===== src/hw/rtl/point_jump_rejection_filter_defines.svh =====
// Assertion macros shared by the point jump rejection filter RTL
`ifndef POINT_JUMP_REJECTION_FILTER_DEFINES_SVH
`define POINT_JUMP_REJECTION_FILTER_DEFINES_SVH

// Same-cycle implication, disabled while reset is low
`define PJRF_ASSERT_NOW(label, clk, rst_n, ante, cons, msg) \
    label: assert property (@(posedge clk) disable iff (!rst_n) (ante) |-> (cons)) \
        else $error(msg);

// Next-cycle implication, disabled while reset is low
`define PJRF_ASSERT_NEXT(label, clk, rst_n, ante, cons, msg) \
    label: assert property (@(posedge clk) disable iff (!rst_n) (ante) |=> (cons)) \
        else $error(msg);

`endif


===== src/hw/rtl/pjrf_pkg.sv =====
// Package: widths, reset values and register indexes for the jump rejection filter
package pjrf_pkg;

    localparam int COORD_BITS = 10;
    localparam int REG_BITS   = 10;
    localparam int CNT_BITS   = 10;
    localparam int IDX_BITS   = 1;

    localparam int DIST_BITS  = 2 * COORD_BITS + 1;
    localparam int THR_BITS   = 2 * REG_BITS;
    localparam int CMP_BITS   = (DIST_BITS > THR_BITS) ? DIST_BITS : THR_BITS;

    typedef logic [COORD_BITS-1:0] t_coord;
    typedef logic [REG_BITS-1:0]   t_reg;
    typedef logic [CNT_BITS-1:0]   t_cnt;
    typedef logic [IDX_BITS-1:0]   t_idx;

    localparam t_coord RST_X = COORD_BITS'(320);
    localparam t_coord RST_Y = COORD_BITS'(200);

    localparam t_reg RST_THRESHOLD = REG_BITS'(50);
    localparam t_reg RST_CONFIRM   = REG_BITS'(10);

    localparam t_cnt CNT_MAX = {CNT_BITS{1'b1}};

    localparam t_idx REG_JUMP_THRESHOLD = IDX_BITS'(0);
    localparam t_idx REG_CONFIRM_LENGTH = IDX_BITS'(1);

endpackage


===== src/hw/rtl/point_jump_rejection_filter.sv =====
// Path: an accepted input word waits in the input register, then moves to the result register.
// Throughput: one word per cycle while results are taken; the distance compare and state update are combinational.
// The input register takes one word while a result waits; a blocked result then holds the input.
// Reset (i_rst_n low, synchronous): both registers empty, record and previous point
// return to (320,200), jump count to zero, threshold to 50 and confirm length to 10.
module point_jump_rejection_filter
    import pjrf_pkg::*;
(
    input  logic                  i_clk,
    input  logic                  i_rst_n,

    input  logic                  i_cfg_valid,
    output logic                  o_cfg_ready,
    input  logic [IDX_BITS-1:0]   i_cfg_index,
    input  logic [REG_BITS-1:0]   i_cfg_data,

    input  logic                  i_valid,
    output logic                  o_ready,
    input  logic [COORD_BITS-1:0] i_pixel_x,
    input  logic [COORD_BITS-1:0] i_pixel_y,

    output logic                  o_valid,
    input  logic                  i_ready,
    output logic [COORD_BITS-1:0] o_filtered_x,
    output logic [COORD_BITS-1:0] o_filtered_y,
    output logic                  o_held
);

`include "point_jump_rejection_filter_defines.svh"

    t_reg   r_threshold, r_confirm;
    t_coord r_prev_x, r_prev_y, r_rec_x, r_rec_y;
    t_coord n_prev_x, n_prev_y, n_rec_x, n_rec_y;
    t_cnt   r_jump_count, n_jump_count;

    logic   r_in_valid;
    t_coord r_in_x, r_in_y;

    logic   r_out_valid;
    t_coord r_out_x, r_out_y;
    logic   r_out_held;
    t_coord n_out_x, n_out_y;
    logic   n_out_held;

    logic   advance;

    logic [COORD_BITS-1:0]   dx, dy;
    logic [2*COORD_BITS-1:0] dx2, dy2;
    logic [CMP_BITS-1:0]     dist2, thr2;
    logic                    is_jump;
    t_cnt                    cnt_inc;

    assign o_cfg_ready = 1'b1;

    always_ff @(posedge i_clk) begin
        if (!i_rst_n) begin
            r_threshold <= RST_THRESHOLD;
            r_confirm   <= RST_CONFIRM;
        end else if (i_cfg_valid) begin
            unique case (i_cfg_index)
                REG_JUMP_THRESHOLD: r_threshold <= i_cfg_data;
                REG_CONFIRM_LENGTH: r_confirm   <= i_cfg_data;
                default: ;
            endcase
        end
    end

    // result register frees up when empty or taken this cycle
    assign advance = r_in_valid && (!r_out_valid || i_ready);
    assign o_ready = !r_in_valid || advance;

    always_ff @(posedge i_clk) begin
        if (!i_rst_n) begin
            r_in_valid <= 1'b0;
        end else if (o_ready) begin
            r_in_valid <= i_valid;
        end
    end

    always_ff @(posedge i_clk) begin
        if (o_ready && i_valid) begin
            r_in_x <= i_pixel_x;
            r_in_y <= i_pixel_y;
        end
    end

    // distance is measured from the record as it stood before this word
    always_comb begin
        dx      = (r_rec_x >= r_in_x) ? (r_rec_x - r_in_x) : (r_in_x - r_rec_x);
        dy      = (r_rec_y >= r_in_y) ? (r_rec_y - r_in_y) : (r_in_y - r_rec_y);
        dx2     = (2*COORD_BITS)'(dx) * (2*COORD_BITS)'(dx);
        dy2     = (2*COORD_BITS)'(dy) * (2*COORD_BITS)'(dy);
        dist2   = CMP_BITS'(dx2) + CMP_BITS'(dy2);
        thr2    = CMP_BITS'(r_threshold) * CMP_BITS'(r_threshold);
        is_jump = dist2 > thr2;
        cnt_inc = (r_jump_count == CNT_MAX) ? r_jump_count : r_jump_count + 1'b1;
    end

    always_comb begin
        n_prev_x     = r_in_x;
        n_prev_y     = r_in_y;
        n_rec_x      = r_rec_x;
        n_rec_y      = r_rec_y;
        n_jump_count = r_jump_count;
        n_out_x      = r_in_x;
        n_out_y      = r_in_y;
        n_out_held   = 1'b0;
        if (is_jump) begin
            if (r_jump_count == '0) begin
                n_rec_x = r_prev_x;
                n_rec_y = r_prev_y;
            end
            if (CNT_BITS'(cnt_inc) >= CNT_BITS'(r_confirm)) begin
                n_jump_count = '0;
            end else begin
                n_jump_count = cnt_inc;
                n_out_x      = n_rec_x;
                n_out_y      = n_rec_y;
                n_out_held   = 1'b1;
            end
        end else begin
            n_jump_count = '0;
            n_rec_x      = r_in_x;
            n_rec_y      = r_in_y;
        end
    end

    always_ff @(posedge i_clk) begin
        if (!i_rst_n) begin
            r_prev_x     <= RST_X;
            r_prev_y     <= RST_Y;
            r_rec_x      <= RST_X;
            r_rec_y      <= RST_Y;
            r_jump_count <= '0;
        end else if (advance) begin
            r_prev_x     <= n_prev_x;
            r_prev_y     <= n_prev_y;
            r_rec_x      <= n_rec_x;
            r_rec_y      <= n_rec_y;
            r_jump_count <= n_jump_count;
        end
    end

    always_ff @(posedge i_clk) begin
        if (!i_rst_n) begin
            r_out_valid <= 1'b0;
        end else if (advance) begin
            r_out_valid <= 1'b1;
        end else if (i_ready) begin
            r_out_valid <= 1'b0;
        end
    end

    always_ff @(posedge i_clk) begin
        if (advance) begin
            r_out_x    <= n_out_x;
            r_out_y    <= n_out_y;
            r_out_held <= n_out_held;
        end
    end

    assign o_valid      = r_out_valid;
    assign o_filtered_x = r_out_x;
    assign o_filtered_y = r_out_y;
    assign o_held       = r_out_held;

    `PJRF_ASSERT_NOW(a_held_has_count, i_clk, i_rst_n, r_out_valid && r_out_held, r_jump_count != '0, "held word shown with jump count at zero")
    `PJRF_ASSERT_NOW(a_stall_means_full, i_clk, i_rst_n, !o_ready, r_in_valid && r_out_valid && !i_ready, "input stalled without a blocked result")
    `PJRF_ASSERT_NEXT(a_stall_holds_input, i_clk, i_rst_n, r_in_valid && !advance, r_in_valid && $stable(r_in_x) && $stable(r_in_y), "pending input word changed while stalled")
    `PJRF_ASSERT_NEXT(a_advance_fills_out, i_clk, i_rst_n, advance, r_out_valid, "result register empty after an advance")

endmodule

===== config.mk =====
export PLATFORM = sky130hd
export DESIGN_NAME = point_jump_rejection_filter
export DESIGN_NICKNAME = d
export VERILOG_FILES = /design/src/hw/rtl/pjrf_pkg.sv /design/src/hw/rtl/point_jump_rejection_filter.sv
export VERILOG_INCLUDE_DIRS = /design/src /design/src/hw/rtl
export SDC_FILE = /design/constraint.sdc
export NUM_CORES = 1
export LEC_CHECK = 0
export ABC_AREA = 0
export BUFFER_PORTS_ARGS = -buffer_cell sky130_fd_sc_hd__buf_2
export CORE_ASPECT_RATIO = 1.2
export CORE_MARGIN = 5
export CORE_UTILIZATION = 60
export DETAILED_ROUTE_END_ITERATION = 7
export PLACE_DENSITY = 0.78
export SLEW_MARGIN = 20
export SYNTH_ARGS = -nofsm -noshare
export SYNTH_HDL_FRONTEND = slang
export SYNTH_SLANG_ARGS = --single-unit

===== constraint.sdc =====
create_clock -name i_clk -period 13.9 [get_ports i_clk]
set_input_delay 1.39 -clock i_clk [delete_from_list [all_inputs] [get_ports i_clk]]
set_output_delay 1.39 -clock i_clk [all_outputs]
set_load 0.01 [all_outputs]

-- Yosys cells after proc, flatten, opt, wreduce, memory -nomap -nowiden
Cells that the tools add are included.
- add/sub/neg operators: 6
- $mul: 3
- $lt $le $gt $ge: 4
- eq/ne operators: 1
- multiplexer cells: 16
- bitwise logic cells: 1
- reductions and logical operators: 10
- operators with widths (cell ; number):
    2-to-1 mux 10 bit ; 13
    multiplier 10 x 10 -> 20 bit ; 3
    subtractor 10 bit ; 4
    greater-or-equal comparator 10 bit ; 3
    adder 20 x 20 -> 21 bit ; 1
    > comparator 21 x 20 -> 1 bit ; 1
    adder 10 x 1 -> 10 bit, second input constant ; 1
    equality test 10 bit, second input constant ; 1
    zero test 10 bit ; 1
    AND reduction 2 bit ; 2
    2-to-1 mux 1 bit ; 3
    logical AND 1 bit ; 2
    zero test 1 bit ; 2
    logical OR 1 bit ; 2
    nonzero test 2 bit ; 1
    NOT 1 bit ; 1
- register bits after elaboration: 113
- input port bits: 36
- output and inout port bits: 24
- word-level logic and storage cells: 55

-- Depth between registers and ports, before layout
- depth after elaboration: 6
- mapped depth: 44
- gate-level depth less buffers: 42

-- Least setup slack after synthesis
OpenSTA, ideal clock, no wires.
- path kind: register to register
- from: reg r_rec_y[0]
- to: reg r_out_x[1] (netlist: o_filtered_x[1]), data pin
- setup time: 261 ps
- arrival time: 10288 ps
- data required time: 13639 ps
- setup slack: 3351 ps
- stages on the path, launching flop included: 42
- buffers on the path: 2
- period minus slack after synthesis: 10549 ps
- cell sequence: dfxtp_1 inv_1 ha_1 inv_1 fa_1 a21o_1 a2111oi_2 o21ai_1 a211oi_2 a211oi_1 or2_2 or2_0 buf_2 nor2_1 fa_1 fa_1 inv_1 fa_1 [6 not listed] or3_1 or2_2 o311a_1 a21oi_1 a21oi_1 a41o_1 o41ai_1 xnor2_1 ha_1 nand4b_1 or4_1 mux2i_1 a211o_1 nand2_1 a211oi_2 a211o_1 buf_6 mux2i_1
- cells in the longest elaborated chain, start to end: 6
- elaborated cells on any way between the ends: 8
- those cells by class: 3 x add/sub; 1 x mul; 2 x order compare; 2 x mux
- ends and longest elaborated chain (element ; RTL line ; source):
    start, declared ; point_jump_rejection_filter.sv:32 ; t_coord r_prev_x, r_prev_y, r_rec_x, r_rec_y;
    start signal, assigned ; point_jump_rejection_filter.sv:139 ; r_rec_y <= n_rec_y;
    subtractor 10 bit / greater-or-equal comparator 10 bit (equally long branches) ; point_jump_rejection_filter.sv:90 ; dy = (r_rec_y >= r_in_y) ? (r_rec_y - r_in_y) : (r_in_y - r_rec_y);
    2-to-1 mux 10 bit (*) ; point_jump_rejection_filter.sv:90 ;
    multiplier 10 x 10 -> 20 bit (*) ; point_jump_rejection_filter.sv:92 ; dy2 = (2*COORD_BITS)'(dy) * (2*COORD_BITS)'(dy);
    adder 20 x 20 -> 21 bit (*) ; point_jump_rejection_filter.sv:93 ; dist2 = CMP_BITS'(dx2) + CMP_BITS'(dy2);
    > comparator 21 x 20 -> 1 bit (*) ; point_jump_rejection_filter.sv:95 ; is_jump = dist2 > thr2;
    2-to-1 mux 10 bit (*) ; point_jump_rejection_filter.sv:108 ; if (is_jump) begin
    named net n_out_x[1] ; point_jump_rejection_filter.sv:42 ; t_coord n_out_x, n_out_y;
    end signal, assigned ; point_jump_rejection_filter.sv:156 ; r_out_x <= n_out_x;
    end, declared ; point_jump_rejection_filter.sv:40 ; t_coord r_out_x, r_out_y;
Mark *: on every way through the listed nets, which the timed path passes. The rest lies on a longest branch.
A chain may end at the register's enable or synchronous reset.

-- Worst setup path after layout
- from: reg r_rec_x[0]
- to: reg r_out_x[9] (netlist: o_filtered_x[9]), data pin
- cells in the longest elaborated chain, start to end: 6
- elaborated cells on any way between the ends: 8
- those cells by class: 3 x add/sub; 1 x mul; 2 x order compare; 2 x mux
- ends and longest elaborated chain (element ; RTL line ; source):
    start, declared ; point_jump_rejection_filter.sv:32 ;
    start signal, assigned ; point_jump_rejection_filter.sv:138 ; r_rec_x <= n_rec_x;
    subtractor 10 bit / greater-or-equal comparator 10 bit (equally long branches) ; point_jump_rejection_filter.sv:89 ; dx = (r_rec_x >= r_in_x) ? (r_rec_x - r_in_x) : (r_in_x - r_rec_x);
    2-to-1 mux 10 bit (*) ; point_jump_rejection_filter.sv:89 ;
    multiplier 10 x 10 -> 20 bit (*) ; point_jump_rejection_filter.sv:91 ; dx2 = (2*COORD_BITS)'(dx) * (2*COORD_BITS)'(dx);
    adder 20 x 20 -> 21 bit (*) ; point_jump_rejection_filter.sv:93 ;
    > comparator 21 x 20 -> 1 bit (*) ; point_jump_rejection_filter.sv:95 ;
    2-to-1 mux 10 bit (*) ; point_jump_rejection_filter.sv:108 ;
    named net n_out_x[9] ; point_jump_rejection_filter.sv:42 ;
Marks and branches as above.

==> impl_metrics.csv <==
group,metric,value,unit
sta,relSlewSlack,0.291,
placed_design,gp_congestion,0.941,
synth,synth_common_cells,"inv_1, ha_1, fa_1",
placed_design,hpwl,27.8,mm
clocking,cts_root_buf,"clkbuf_16",
critical_path,crit_path_top_delay_cell,"a21oi_2",
clocking,numCtsBuffers,17,
grt,grt-ovfl-total,0,
sta,fmax,81.4,MHz
critical_path,path_class,"reg2reg",
sta,tightest_slew,1.06,ns
synth,synth_edf_count,41,
critical_path,cp.required,14.14,ns
sta,fin_tns_setup,0,ns
critical_path,endpoint_kind,"register",
detailed_routing,drt-vias-per-instance,5.77,
floorplanning,rows,64,
detailed_routing,drtIter0Drc,703,
placed_design,io_buffers,58,
detailed_routing,drcViolationCount,0,
layout,fin_nets,2149,
sta,clock_skew,0.0117,ns
grt,grt_usage,0.249,
floorplanning,fp.coreArea,0.0255,mm2
synth,synth-seq-area-share,0.172,
synth,avgSynthCellArea,9.11,um2
sta,fin_crit,12.29,ns
synth,yosysTopAreaCellShare,0.233,
critical_path,max_stage_delay,0.57,ns
synth,synth.net_count,2128,
clocking,h-tree-depth,4,
floorplanning,ios,60,
clocking,clkSinkCount,113,
synth,yosysUniqueCellTypes,77,
clocking,cts_hold_buf,0,
critical_path,start_kind,"register",
grt,antenna_found_initial,0,
floorplanning,die_area,0.0293,mm2
detailed_routing,drt_wl_total,34.9,mm
synth,synth-seq-cells,113,
floorplanning,start_util,0.610,
clocking,cts_tree,"done",
detailed_routing,dr.pass1.iters,6,
layout,area_delta_synth_final,7.23,%
synth,synthesis.area,0.0156,mm2
sta,setup_viol,0,
layout,n_antenna_cell,0,
detailed_routing,dr_total_vias,12000,
detailed_routing,wl_per_cell,16.8,um
sta,timing.final.hold_violations,0,
clocking,cts_resized,0,
sta,slew_violations,0,
clocking,cts.path.max_buffers,2,
critical_path,worstPathMaxFanout,30,
layout,drive_above_1_share,0.0889,
synth,synth_largest_area_cell,"fa_1",
synth,ys_top_cells_by_area,"fa_1, ha_1, dfxtp_1, edfxtp_1, inv_1",
critical_path,path_buf_inv,7,
min_path,hold_path.class,"reg2reg",
sta,finalCritPeriodShare,0.884,
critical_path,cp_common_cell,"fa_1",
clocking,path_clk_slew,0.05,ns
floorplanning,die_width,157,um
floorplanning,die_h,187,um
critical_path,crit_family,"compound AO/OA/AOI/OAI gates",
flow_run,cap_violations,0,
clocking,clock_latency,0.42,ns
detailed_routing,antenna_left,0,
grt,grt_pass1_wl,59.7,mm
sta,rsz0062_at_grt,"false",
synth,synth_cells,1710,
clocking,cts_setup_buffers,0,
synth,synth-async-reset-ratio,0,
sta,hold_slack,0.471,ns
critical_path,crit_arrival,12.53,ns
synth,yosysWarnings,0,
grt,grt_max_degree,66,
grt,grt_pass1_vias,12700,
run_status,status,"completed",
synth,synthFlopType,"dfxtp_1",
synth,synth.most_common_cell,"inv_1",
[kinds of logic (layout without fill, tap and decap cells)]
kind of cell,Yosys count,after routing,synth area share
xor+xnor,60,60,0.0337
compound gates,294,294,0.135
simple gates,436,436,0.136
flops,113,113,0.172
buf+inv,364,398,0.0905
mux,60,60,0.0397
other cells,1,1,0.000241
fa+ha+maj,382,382,0.394
[per-stage QoR]
step / area [um2] / utilization / worst slack (ns) / std cells
global placement: 16100 / 0.630 / 2.20 / 2042
finish: 16700 / 0.654 / 1.61 / 2074
global route: 16700 / 0.654 / 0.898 / 2074
detailed placement: 16100 / 0.630 / 1.81 / 2042
floorplan: 15600 / - / 3.35 / 1710
CTS: 16700 / 0.654 / 1.75 / 2074
[per-layer routing]
metal	routed length (um)	up-vias	global-route usage	share of wire
li1	-	5692	-	-
met1	14000	5901	0.308	0.40
met2	18300	300	0.443	0.52
met3	1300	80	0.0241	0.037
met4	1260	0	0.0983	0.036
met5	0	-	0	0
[final timing paths]
path	depth (start not counted)	slack, ns	startpoint	to
worst max-delay path	41	1.61	r_rec_x[0]	o_filtered_x[9]
worst max register to register	41	1.61	r_rec_x[0]	o_filtered_x[9]
worst min register to register	2	0.47	r_confirm[5]	r_confirm[5]
worst min-delay path	2	0.47	r_confirm[5]	r_confirm[5]
[cells in the final DEF (no fill, tap or decap), types with 16 or more instances in the layout]
cell         n
and2_1      38
dfxtp_1     72
a21o_1      23
inv_1      291
or2_2       19
fa_1       181
xnor2_1     46
o21ai_0     35
ha_1       201
nor2_1     103
a21boi_0    46
nor3_1      33
a21oi_1     62
mux2i_1     55
nand2b_1    27
edfxtp_1    41
buf_2       58
clkbuf_16   17
nor2b_1     16
nand2_1    135
[tightest hold or removal path, cell delays in order, from the launching register on]
cell,delay (ns)
dfxtp_1,0.31
nand2_1,0.05
a21boi_0,0.07
[registers in the layout, indices dropped and copies added (netlist names)]
register      count
r_confirm        10
o_filtered_x     10
r_threshold      10
r_rec_x          10
n_prev_y         10
r_prev_y         10
o_valid           1
r_prev_x         10
o_held            1
r_rec_y          10
r_jump_count     10
r_in_valid        1
n_prev_x         10
o_filtered_y     10
[layout make-up]
class,count,area [um2]
inverter,293,1100
sequential,113,2670
clock buffer,18,429
clock inverter,14,190
timing repair buffer,73,403
fill,2105,8830
tap,330,413
multi-input combinational,1233,11500
Power is left out: the tool's default activity adds up to more than one toggle a clock period on the data nets, which glitch-free logic cannot reach.
